==> src/design/ecdd_pkg.sv <==
// shared constants, types and codes of the edge-chasing deadlock detector
package ecdd_pkg;

   // sizes
   localparam int NODES      = 8;
   localparam int NODE_BITS  = $clog2(NODES);
   localparam int LABEL_BITS = 16;
   localparam int CFG_BITS   = 4;

   localparam logic [LABEL_BITS-1:0] LABEL_TOP        = {LABEL_BITS{1'b1}};
   localparam logic [CFG_BITS-1:0]   NODE_COUNT_RESET = CFG_BITS'(8);
   localparam logic [NODE_BITS-1:0]  NODE_LAST        = NODE_BITS'(NODES - 1);

   // controller states, one-hot
   typedef enum logic [6:0] {
      ST_IDLE   = 7'b0000001,
      ST_CHECK  = 7'b0000010,
      ST_BUMP   = 7'b0000100,
      ST_SPREAD = 7'b0001000,
      ST_ROW    = 7'b0010000,
      ST_SCAN   = 7'b0100000,
      ST_FLUSH  = 7'b1000000
   } ecdd_state_type;

   // commands from controller to datapath
   typedef struct packed {
      logic                 capture;
      logic                 load_top;
      logic                 bump;
      logic                 spread;
      logic                 load_row;
      logic                 scan;
      logic                 flush;
      logic [NODE_BITS-1:0] rd_addr;
      logic [NODE_BITS-1:0] row_addr;
   } ecdd_cmd_type;

   // status from datapath to controller
   typedef struct packed {
      logic                 in_range;
      logic [NODE_BITS-1:0] edge_a;
      logic [NODE_BITS-1:0] edge_b;
      logic                 spread_change;
      logic                 row_ok;
      logic                 hold_valid;
      logic                 out_free;
   } ecdd_status_type;

endpackage

==> src/design/ecdd_ctrl.sv <==
// controller state machine: edge update, label spreading sweeps, edge scan
module ecdd_ctrl
   import ecdd_pkg::*;
(
   input  logic            clock,
   input  logic            reset,
   input  logic            req_valid,
   output logic            req_stall,
   input  ecdd_status_type status,
   output ecdd_cmd_type    cmd
);

   ecdd_state_type       state_ff, state_in;
   logic [NODE_BITS-1:0] col_ff, col_in;
   logic [NODE_BITS-1:0] row_ff, row_in;
   logic                 changed_ff, changed_in;

   // only idle takes a new transfer
   assign req_stall = (state_ff != ST_IDLE);

   // next state and commands
   always_comb begin
      state_in   = state_ff;
      col_in     = col_ff;
      row_in     = row_ff;
      changed_in = changed_ff;
      cmd        = '0;
      cmd.row_addr = row_ff;
      cmd.rd_addr  = col_ff;
      unique case (state_ff)
         ST_IDLE: begin
            if (req_valid) begin
               cmd.capture = 1'b1;
               state_in    = ST_CHECK;
            end
         end
         ST_CHECK: begin
            // edges touching nodes beyond the count are dropped
            if (!status.in_range) begin
               state_in = ST_IDLE;
            end else begin
               cmd.rd_addr  = status.edge_a;
               cmd.load_top = 1'b1;
               state_in     = ST_BUMP;
            end
         end
         ST_BUMP: begin
            cmd.rd_addr = status.edge_b;
            cmd.bump    = 1'b1;
            col_in      = '0;
            changed_in  = 1'b0;
            state_in    = ST_SPREAD;
         end
         ST_SPREAD: begin
            // one column per cycle, sweeps repeat until a sweep changes nothing
            cmd.spread = 1'b1;
            if (col_ff == NODE_LAST) begin
               col_in = '0;
               if (changed_ff || status.spread_change) begin
                  changed_in = 1'b0;
               end else begin
                  row_in   = '0;
                  state_in = ST_ROW;
               end
            end else begin
               col_in     = col_ff + 1'b1;
               changed_in = changed_ff | status.spread_change;
            end
         end
         ST_ROW: begin
            cmd.rd_addr  = row_ff;
            cmd.load_row = 1'b1;
            if (status.row_ok) begin
               col_in   = '0;
               state_in = ST_SCAN;
            end else if (row_ff == NODE_LAST) begin
               state_in = ST_FLUSH;
            end else begin
               row_in = row_ff + 1'b1;
            end
         end
         ST_SCAN: begin
            if (status.out_free) begin
               cmd.scan = 1'b1;
               if (col_ff == NODE_LAST) begin
                  if (row_ff == NODE_LAST) begin
                     state_in = ST_FLUSH;
                  end else begin
                     row_in   = row_ff + 1'b1;
                     state_in = ST_ROW;
                  end
               end else begin
                  col_in = col_ff + 1'b1;
               end
            end
         end
         ST_FLUSH: begin
            // held report goes out marked last
            if (!status.hold_valid || status.out_free) begin
               cmd.flush = 1'b1;
               state_in  = ST_IDLE;
            end
         end
         default: begin
            state_in = ST_IDLE;
         end
      endcase
   end

   // registers
   always_ff @(posedge clock) begin
      if (reset) begin
         state_ff   <= ST_IDLE;
         col_ff     <= '0;
         row_ff     <= '0;
         changed_ff <= 1'b0;
      end else begin
         state_ff   <= state_in;
         col_ff     <= col_in;
         row_ff     <= row_in;
         changed_ff <= changed_in;
      end
   end

endmodule

==> src/design/ecdd_dpath.sv <==
// datapath: labels, blocked-by matrix, node count, report hold and output register
module ecdd_dpath
   import ecdd_pkg::*;
(
   input  logic                 clock,
   input  logic                 reset,
   input  logic [NODE_BITS-1:0] req_blocked_node,
   input  logic [NODE_BITS-1:0] req_blocking_node,
   input  logic                 csr_write_enable,
   input  logic [CFG_BITS-1:0]  csr_write_data,
   output logic                 rsp_valid,
   input  logic                 rsp_stall,
   output logic [NODE_BITS-1:0] rsp_deadlocked_node,
   output logic [NODE_BITS-1:0] rsp_partner_node,
   output logic                 rsp_last,
   input  ecdd_cmd_type         cmd,
   output ecdd_status_type      status
);

   logic [CFG_BITS-1:0]   node_count_ff, node_count_in;
   logic [CFG_BITS-1:0]   count_eff;
   logic [NODES-1:0]      active;

   logic [LABEL_BITS-1:0] pub_ff  [NODES];
   logic [LABEL_BITS-1:0] pub_in  [NODES];
   logic [LABEL_BITS-1:0] priv_ff [NODES];
   logic [LABEL_BITS-1:0] priv_in [NODES];
   logic [NODES-1:0]      adj_ff  [NODES];
   logic [NODES-1:0]      adj_in  [NODES];

   logic [NODE_BITS-1:0]  edge_a_ff, edge_a_in;
   logic [NODE_BITS-1:0]  edge_b_ff, edge_b_in;
   logic [LABEL_BITS-1:0] top_ff, top_in;
   logic [LABEL_BITS-1:0] row_label_ff, row_label_in;
   logic [NODES-1:0]      row_bits_ff, row_bits_in;

   logic                  hold_valid_ff, hold_valid_in;
   logic [NODE_BITS-1:0]  hold_node_ff, hold_node_in;
   logic [NODE_BITS-1:0]  hold_partner_ff, hold_partner_in;

   logic                  rsp_valid_ff, rsp_valid_in;
   logic [NODE_BITS-1:0]  rsp_node_ff, rsp_node_in;
   logic [NODE_BITS-1:0]  rsp_partner_ff, rsp_partner_in;
   logic                  rsp_last_ff, rsp_last_in;

   logic [LABEL_BITS-1:0] rd_data;
   logic [LABEL_BITS-1:0] top_max;
   logic [LABEL_BITS-1:0] fresh;
   logic                  spread_change;
   logic                  hit;
   logic                  push;
   logic                  push_last;
   logic                  out_free;

   // effective node count and active node mask
   always_comb begin
      if (node_count_ff == '0) begin
         count_eff = CFG_BITS'(1);
      end else if (node_count_ff > CFG_BITS'(NODES)) begin
         count_eff = CFG_BITS'(NODES);
      end else begin
         count_eff = node_count_ff;
      end
      for (int k = 0; k < NODES; k++) begin
         active[k] = (CFG_BITS'(k) < count_eff);
      end
   end

   assign node_count_in = csr_write_enable ? csr_write_data : node_count_ff;

   // addressed public label read port
   assign rd_data = pub_ff[cmd.rd_addr];

   // new label of the blocked node, saturating
   assign top_max = (top_ff > rd_data) ? top_ff : rd_data;
   assign fresh   = (top_max == LABEL_TOP) ? LABEL_TOP : top_max + 1'b1;

   // edge capture and scratch registers
   assign edge_a_in    = cmd.capture  ? req_blocked_node  : edge_a_ff;
   assign edge_b_in    = cmd.capture  ? req_blocking_node : edge_b_ff;
   assign top_in       = cmd.load_top ? rd_data : top_ff;
   assign row_label_in = cmd.load_row ? rd_data : row_label_ff;
   assign row_bits_in  = cmd.load_row ? (adj_ff[cmd.rd_addr] & active) : row_bits_ff;

   // label and matrix updates: edge insert, column spread
   always_comb begin
      pub_in        = pub_ff;
      priv_in       = priv_ff;
      adj_in        = adj_ff;
      spread_change = 1'b0;
      if (cmd.bump) begin
         pub_in[edge_a_ff]            = fresh;
         priv_in[edge_a_ff]           = fresh;
         adj_in[edge_a_ff][edge_b_ff] = 1'b1;
      end
      if (cmd.spread) begin
         for (int i = 0; i < NODES; i++) begin
            if (active[i] && active[cmd.rd_addr] && adj_ff[i][cmd.rd_addr] &&
                (rd_data > pub_ff[i])) begin
               pub_in[i]     = rd_data;
               spread_change = 1'b1;
            end
         end
      end
   end

   // edge test during the scan
   assign hit      = row_bits_ff[cmd.rd_addr] && (row_label_ff == rd_data);
   assign out_free = !rsp_valid_ff || !rsp_stall;

   // one report held back so the final one can be marked last
   always_comb begin
      push            = 1'b0;
      push_last       = 1'b0;
      hold_valid_in   = hold_valid_ff;
      hold_node_in    = hold_node_ff;
      hold_partner_in = hold_partner_ff;
      if (cmd.scan && hit) begin
         push            = hold_valid_ff;
         hold_valid_in   = 1'b1;
         hold_node_in    = cmd.row_addr;
         hold_partner_in = cmd.rd_addr;
      end
      if (cmd.flush && hold_valid_ff) begin
         push          = 1'b1;
         push_last     = 1'b1;
         hold_valid_in = 1'b0;
      end
   end

   // output register
   assign rsp_valid_in   = push | (rsp_valid_ff & rsp_stall);
   assign rsp_node_in    = push ? hold_node_ff    : rsp_node_ff;
   assign rsp_partner_in = push ? hold_partner_ff : rsp_partner_ff;
   assign rsp_last_in    = push ? push_last       : rsp_last_ff;

   // control and state registers
   always_ff @(posedge clock) begin
      if (reset) begin
         node_count_ff <= NODE_COUNT_RESET;
         hold_valid_ff <= 1'b0;
         rsp_valid_ff  <= 1'b0;
         for (int k = 0; k < NODES; k++) begin
            pub_ff[k]  <= LABEL_BITS'(k);
            priv_ff[k] <= LABEL_BITS'(k);
            adj_ff[k]  <= '0;
         end
      end else begin
         node_count_ff <= node_count_in;
         hold_valid_ff <= hold_valid_in;
         rsp_valid_ff  <= rsp_valid_in;
         pub_ff        <= pub_in;
         priv_ff       <= priv_in;
         adj_ff        <= adj_in;
      end
   end

   // payload registers
   always_ff @(posedge clock) begin
      edge_a_ff       <= edge_a_in;
      edge_b_ff       <= edge_b_in;
      top_ff          <= top_in;
      row_label_ff    <= row_label_in;
      row_bits_ff     <= row_bits_in;
      hold_node_ff    <= hold_node_in;
      hold_partner_ff <= hold_partner_in;
      rsp_node_ff     <= rsp_node_in;
      rsp_partner_ff  <= rsp_partner_in;
      rsp_last_ff     <= rsp_last_in;
   end

   // status
   always_comb begin
      status               = '0;
      status.in_range      = active[edge_a_ff] && active[edge_b_ff];
      status.edge_a        = edge_a_ff;
      status.edge_b        = edge_b_ff;
      status.spread_change = spread_change;
      status.row_ok        = active[cmd.rd_addr] &&
                             (priv_ff[cmd.rd_addr] == pub_ff[cmd.rd_addr]) &&
                             (|(adj_ff[cmd.rd_addr] & active));
      status.hold_valid    = hold_valid_ff;
      status.out_free      = out_free;
   end

   assign rsp_valid           = rsp_valid_ff;
   assign rsp_deadlocked_node = rsp_node_ff;
   assign rsp_partner_node    = rsp_partner_ff;
   assign rsp_last            = rsp_last_ff;

endmodule

==> src/design/edge_chasing_deadlock_detector_core.sv <==
// edge-chasing deadlock detector: top level joining controller and datapath
// per edge: the edge is taken, checked and inserted, then labels spread in column sweeps
//   that repeat until a sweep changes nothing, then each row is tested, a row that can hold
//   a deadlock is scanned column by column, and the held report is flushed
// one edge at a time, a stalled result holds the scan; an out-of-range edge is dropped at the check
// synchronous reset: labels to node index, matrix empty, node count 8, output empty
module edge_chasing_deadlock_detector_core
   import ecdd_pkg::*;
(
   input  logic                 clock,
   input  logic                 reset,
   input  logic                 req_valid,
   output logic                 req_stall,
   input  logic [NODE_BITS-1:0] req_blocked_node,
   input  logic [NODE_BITS-1:0] req_blocking_node,
   output logic                 rsp_valid,
   input  logic                 rsp_stall,
   output logic [NODE_BITS-1:0] rsp_deadlocked_node,
   output logic [NODE_BITS-1:0] rsp_partner_node,
   output logic                 rsp_last,
   input  logic                 csr_write_enable,
   input  logic [CFG_BITS-1:0]  csr_write_data
);

   ecdd_cmd_type    cmd;
   ecdd_status_type status;

   // sequencing
   ecdd_ctrl u_ctrl (
      .clock     (clock),
      .reset     (reset),
      .req_valid (req_valid),
      .req_stall (req_stall),
      .status    (status),
      .cmd       (cmd)
   );

   // storage and arithmetic
   ecdd_dpath u_dpath (
      .clock               (clock),
      .reset               (reset),
      .req_blocked_node    (req_blocked_node),
      .req_blocking_node   (req_blocking_node),
      .csr_write_enable    (csr_write_enable),
      .csr_write_data      (csr_write_data),
      .rsp_valid           (rsp_valid),
      .rsp_stall           (rsp_stall),
      .rsp_deadlocked_node (rsp_deadlocked_node),
      .rsp_partner_node    (rsp_partner_node),
      .rsp_last            (rsp_last),
      .cmd                 (cmd),
      .status              (status)
   );

endmodule

==> config.mk <==
export PLATFORM = sky130hd
export DESIGN_NAME = edge_chasing_deadlock_detector_core
export DESIGN_NICKNAME = d
export VERILOG_FILES = /design/src/design/ecdd_pkg.sv /design/src/design/ecdd_ctrl.sv /design/src/design/ecdd_dpath.sv /design/src/design/edge_chasing_deadlock_detector_core.sv
export SDC_FILE = /design/constraint.sdc
export NUM_CORES = 1
export LEC_CHECK = 0
export ABC_AREA = 1
export ABC_CLOCK_PERIOD_IN_PS = 13750
export BUFFER_PORTS_ARGS = -buffer_cell sky130_fd_sc_hd__buf_2
export CAP_MARGIN = 20
export CORE_MARGIN = 4
export CORE_UTILIZATION = 40
export DETAILED_ROUTE_END_ITERATION = 8
export PLACE_DENSITY = 0.63
export SYNTH_ARGS = -nofsm -noshare
export SYNTH_HDL_FRONTEND = slang
export SYNTH_HIERARCHICAL = 1
export SYNTH_SLANG_ARGS = --single-unit
==> constraint.sdc <==
create_clock -name clock -period 13.75 [get_ports clock]
set_input_delay 3.4375 -clock clock [delete_from_list [all_inputs] [get_ports clock]]
set_output_delay 3.4375 -clock clock [all_outputs]
set_load 0.03 [all_outputs]
* After elaboration in Yosys (flattened, before gate mapping)
Cells that the tools add are included.
** Cells by class
- $add $sub $neg :: 3
- Magnitude comparators :: 25
- Eq/ne operators :: 24
- Multiplexer cells :: 106
- Bitwise gates (word level) :: 7
- Reduce and logical (&&, ||, !) cells :: 48
** Operators by type and width (count)
- $bwmux 128 :: 2
- $mux 128 :: 2
- $mux 16 :: 15
- $gt 16x16->1 :: 9
- $bmux 16 s3 :: 2
- $or 64x64->64 :: 1
- $mux 7 :: 9
- $pmux 7 s7 :: 1
- $demux 16 s3 :: 1
- $mux 1 :: 38
- $bmux 1 s3 :: 12
- $mux 3 :: 12
- $eq 16x16->1 :: 2
- $logic_and 1x1->1 :: 32
- $bmux 8 s3 :: 1
- $demux 8 s3 :: 1
- $mux 8 :: 3
- $pmux 3 s3 :: 2
- $add 16x1->16 const B :: 1
- $eq 16x16->1 const B :: 1
- $lt 3x4->1 const A :: 4
- $lt 3x4->1 const B :: 3
- $pmux 3 s4 :: 1
- $ne 2x2->1 const B :: 5
- other kinds (37) :: 53
** Word-level totals
- Register bits :: 399
- Bits of input ports :: 15
- Output and inout port bits :: 9

* Depth between registers and ports, before layout
- Depth after elaboration :: 28
- Gate-level depth with buffers :: 43
- Mapped depth without buffers :: 40

* By module
The synthesis kept the hierarchy.
** By module, submodules not included
- ecdd_dpath :: instances 1, cells each 2976, area each 21797.2 um^2, seq. area each 8298.0 um^2
- ecdd_ctrl :: instances 1, cells each 181, area each 1139.8 um^2, seq. area each 280.3 um^2

* Worst setup path before layout
No wires, ideal clock.
- Kind :: register to register
- Start :: register u_dpath/edge_b_ff[0] (netlist name)
- End :: register u_dpath.edge_a_ff[0] (enable)
- Data arrival time :: 5400 ps
- Data required time :: 13400 ps
- Setup slack :: 8000 ps
- Stages on the path, launching flop included :: 39
- Path buffers :: 6
- Clock period less this slack :: 5750 ps
- Path through :: edfxtp_1 clkbuf_1 inv_1 nor3_1 a21oi_1 o32ai_1 a211oi_1 or2_1 nand2_1 nand2_1 nand2_1 buf_2 inv_1 buf_2 buf_2 a21oi_1 o211ai_1 o21ai_1 [3 not listed] nand2_1 inv_1 nand3_1 nor3_1 nand4_1 nand4_1 nor2_1 and2_1 nor3b_1 a21oi_1 buf_4 nor2_1 nand2_1 nand3_1 nand2_1 nor2_2 nand2_4 nor2_1
** RTL lines
- to (signal assigned) :: line ecdd_dpath.sv:160 : edge_a_ff <= edge_a_in;
- to (decl) :: line ecdd_dpath.sv:31 : logic [NODE_BITS-1:0] edge_a_ff, edge_a_in;

==> flow_summary.json <==
{
  "max_freq_ghz": 0.1130,
  "path_max_fanout": 58,
  "wl_met2_um": 36170,
  "worst-endpoint-required_ns": 14.25,
  "final-setup-viol-count": 0,
  "crit_path_frequent_cell": "nand2_1",
  "cts_hold_repair.buffers": 0,
  "pwr-share-clk": 0.303,
  "cts.repair.resized": 0,
  "path_class": "reg -> reg",
  "netSwitchingFraction": 0.4214,
  "grt_antenna_before_repair": 1,
  "stdcell_area_um2": 25220,
  "rows": 87,
  "synth_top_family_by_area": "compound AO/OA/AOI/OAI gates",
  "clkLatencyLatePin_ns": 0.59,
  "relSlewSlack": 0.2896,
  "outcome": "completed",
  "ant_nets": 0,
  "synth_cell_type_count": 69,
  "yosysMostFrequentCell": "nand2_1",
  "highest_layer": "met5",
  "power_w": 0.004259,
  "hold_path_class": "reg -> reg",
  "grt_pass1_vias": 20550,
  "routed_wl_um": 84160,
  "syn_inst": 3157,
  "final.setup.worst_slack_ns": 4.903,
  "grt.total_usage": 0.2666,
  "ir_worst_vdd_v": 0.0001013,
  "yosysTopAreaCellShare": 0.2967,
  "clock_tree.root_cell": "clkbuf_16",
  "leakage_nw": 9.866,
  "postCtsSetupBuffers": 0,
  "powerDensity_nw_per_um2": 168.9,
  "vias": 22530,
  "tritoncts": "done",
  "syn-cell-area_um2": 22940,
  "skew_ns": 0.01818,
  "worst_path_largest_cell_delay_ns": 0.68,
  "setup_tns_ns": 0,
  "synthArstFlopShare": 0,
  "p_sw_w": 0.001795,
  "layout-drive-gt1-share": 0.08384,
  "routedWlPerCell_um": 21.62,
  "dpl.hpwl_um": 55660,
  "htree_levels": 2,
  "min_period_ns": 8.847,
  "drc": 0,
  "start_kind": "register",
  "worstPathArrival_ns": 9.35,
  "area_growth_pct": 9.933,
  "p_seq_frac": 0.294,
  "cp_slowest_cell": "nand3_1",
  "ys_seq_area_frac": 0.3740,
  "ios": 24,
  "grt_max_degree": 99,
  "grt-ovfl-total": 0,
  "drt-initial-drc-count": 2726,
  "nets": 3264,
  "synth_compound_area_frac": 0.2382,
  "placed_cell_area_um2": 23630,
  "dr.pass1.iters": 6,
  "port_buffers": 23,
  "yosys.area.top_type": "dfxtp_1",
  "synth_edf_count": 59,
  "die_w_um": 247.5,
  "cap_violations": 0,
  "synth_nets": 3321,
  "cts-buffers-inserted": 45,
  "syn_avg_cell_area_um2": 7.265,
  "rsz0062_at_grt": "false",
  "grt_pass1_wl_um": 126300,
  "post-route-period-util": 0.6434,
  "ys.flop_type": "dfxtp_1",
  "end_kind": "register",
  "dr_wl_met3_um": 8750,
  "core_area_um2": 56600,
  "post-place-ws_ns": 5.159,
  "wl_met1_um": 35440,
  "yosys.area_share.simple": 0.2066,
  "gp_congestion": 0.9423,
  "tightest_slew_ns": 1.066,
  "p_int_w": 0.002465,
  "synth.area.top_cells": "dfxtp_1 30%, nand2_1 11%, a21oi_1 9.6%, ha_1 8.1%, edfxtp_1 7.7%",
  "slew_violations": 0,
  "synthAdderAreaFrac": 0.08128,
  "clk_pin_slew_ns": 0.06,
  "finalHoldViolCount": 0,
  "synth_mux_area_frac": 0.0008728,
  "clk_path_buf_depth": 3,
  "power_frac_comb": 0.403,
  "ys_warn_count": 6,
  "cts.sinks": 399,
  "die_area_um2": 61240,
  "synth_common_cells": "643 x nand2_1, 442 x a21oi_1, 340 x dfxtp_1",
  "ys_ff_latch": 399,
  "via_per_inst": 5.786,
  "dieHeight_um": 247.5,
  "synth_xor_area_frac": 0.005673,
  "start_util": 0.4052,
  "antennaDiodeCount": 0
}
-- layer usage --
metal	GRT usage	up-vias
met4	0.1065	2
li1	-	10630
met1	0.3700	10440
met5	0	-
met3	0.05672	229
met2	0.4052	1228
-- worst max-delay path: cells and delay by family, from the launching register on --
family / cells / cell delay [ns]
AND/OR/NAND/NOR: 17 / 4.87
adder cells (fa/ha/maj): 2 / 0.63
AO/OA/AOI/OAI: 9 / 2.01
flip-flops: 1 / 0.35
buffers and inverters: 5 / 0.82
-- power groups by stage --
| stage | Clock, W | Combinational [W] | Sequential, W |
|---|---|---|---|
| 2_1_floorplan | 0 | 0.00107 | 0.00127 |
| 3_3_place_gp | 0 | 0.00165 | 0.00128 |
| 3_5_place_dp | 0 | 0.00165 | 0.00128 |
| 4_1_cts | 0.00131 | 0.00166 | 0.00125 |
| 5_1_grt | 0.00135 | 0.00183 | 0.00126 |
| 6_report | 0.00129 | 0.00172 | 0.00125 |
-- metrics by stage --
stage / hold slack, ns / std cells / util
finish: 0.4185 / 3893 / 0.4455
global route: 0.4242 / 3893 / 0.4455
CTS: 0.4153 / 3893 / 0.4455
detailed placement: 0.4054 / 3809 / 0.4175
global placement: 0.4016 / 3808 / 0.4170
floorplan: 0.4003 / 3157 / -
-- cell families after synthesis --
group           Yosys count
xor+xnor                 14
fa+ha+maj               149
mux                       2
buf+inv                 531
flops                   399
compound gates          981
simple gates           1081
-- area by class of cell --
type / instances / area, um2
clock buffer: 56 / 1294
clock inverter: 28 / 287.8
fill: 5756 / 31390
inverter: 353 / 1331
multi-input combinational: 2227 / 12240
sequential: 399 / 8578
tap: 756 / 945.9
timing repair buffer: 74 / 536.8
-- cells in the final DEF (no fill, tap or decap), types with 54 or more instances in the layout --
| cell type | count |
|---|---|
| a21oi_1 | 442 |
| a31oi_1 | 54 |
| dfxtp_1 | 340 |
| edfxtp_1 | 59 |
| ha_1 | 149 |
| inv_1 | 332 |
| nand2_1 | 640 |
| nand3_1 | 76 |
| nor2_1 | 213 |
| o21ai_0 | 301 |
-- worst paths after layout --
kind / from / to / slack (ns) / depth (start not counted)
setup reg to reg: u_dpath/node_count_ff[1] / u_dpath/pub_ff[65] / 4.90 / 33
hold / removal: u_dpath/hold_node_ff[2] / u_dpath/rsp_deadlocked_node[2] / 0.42 / 0
hold reg to reg: u_dpath/hold_node_ff[2] / u_dpath/rsp_deadlocked_node[2] / 0.42 / 0
setup / recovery: u_dpath/node_count_ff[1] / u_dpath/pub_ff[65] / 4.90 / 33
-- registers in the layout, summed over array words and instances (netlist names), 3 cells and up --
name / flops
u_dpath/rsp_deadlocked_node: 3
u_dpath/node_count_ff: 4
u_ctrl/state_ff: 7
u_dpath/hold_node_ff: 3
u_ctrl/row_ff: 3
u_dpath/adj_ff: 64
u_dpath/priv_ff: 128
u_dpath/edge_a_ff: 3
u_dpath/row_bits_ff: 8
u_dpath/edge_b_ff: 3
u_ctrl/col_ff: 3
u_dpath/top_ff: 16
u_dpath/pub_ff: 128
u_dpath/rsp_partner_node: 3
u_dpath/hold_partner_ff: 3
u_dpath/row_label_ff: 16
Note: power is estimated with default switching activity, not from simulation.
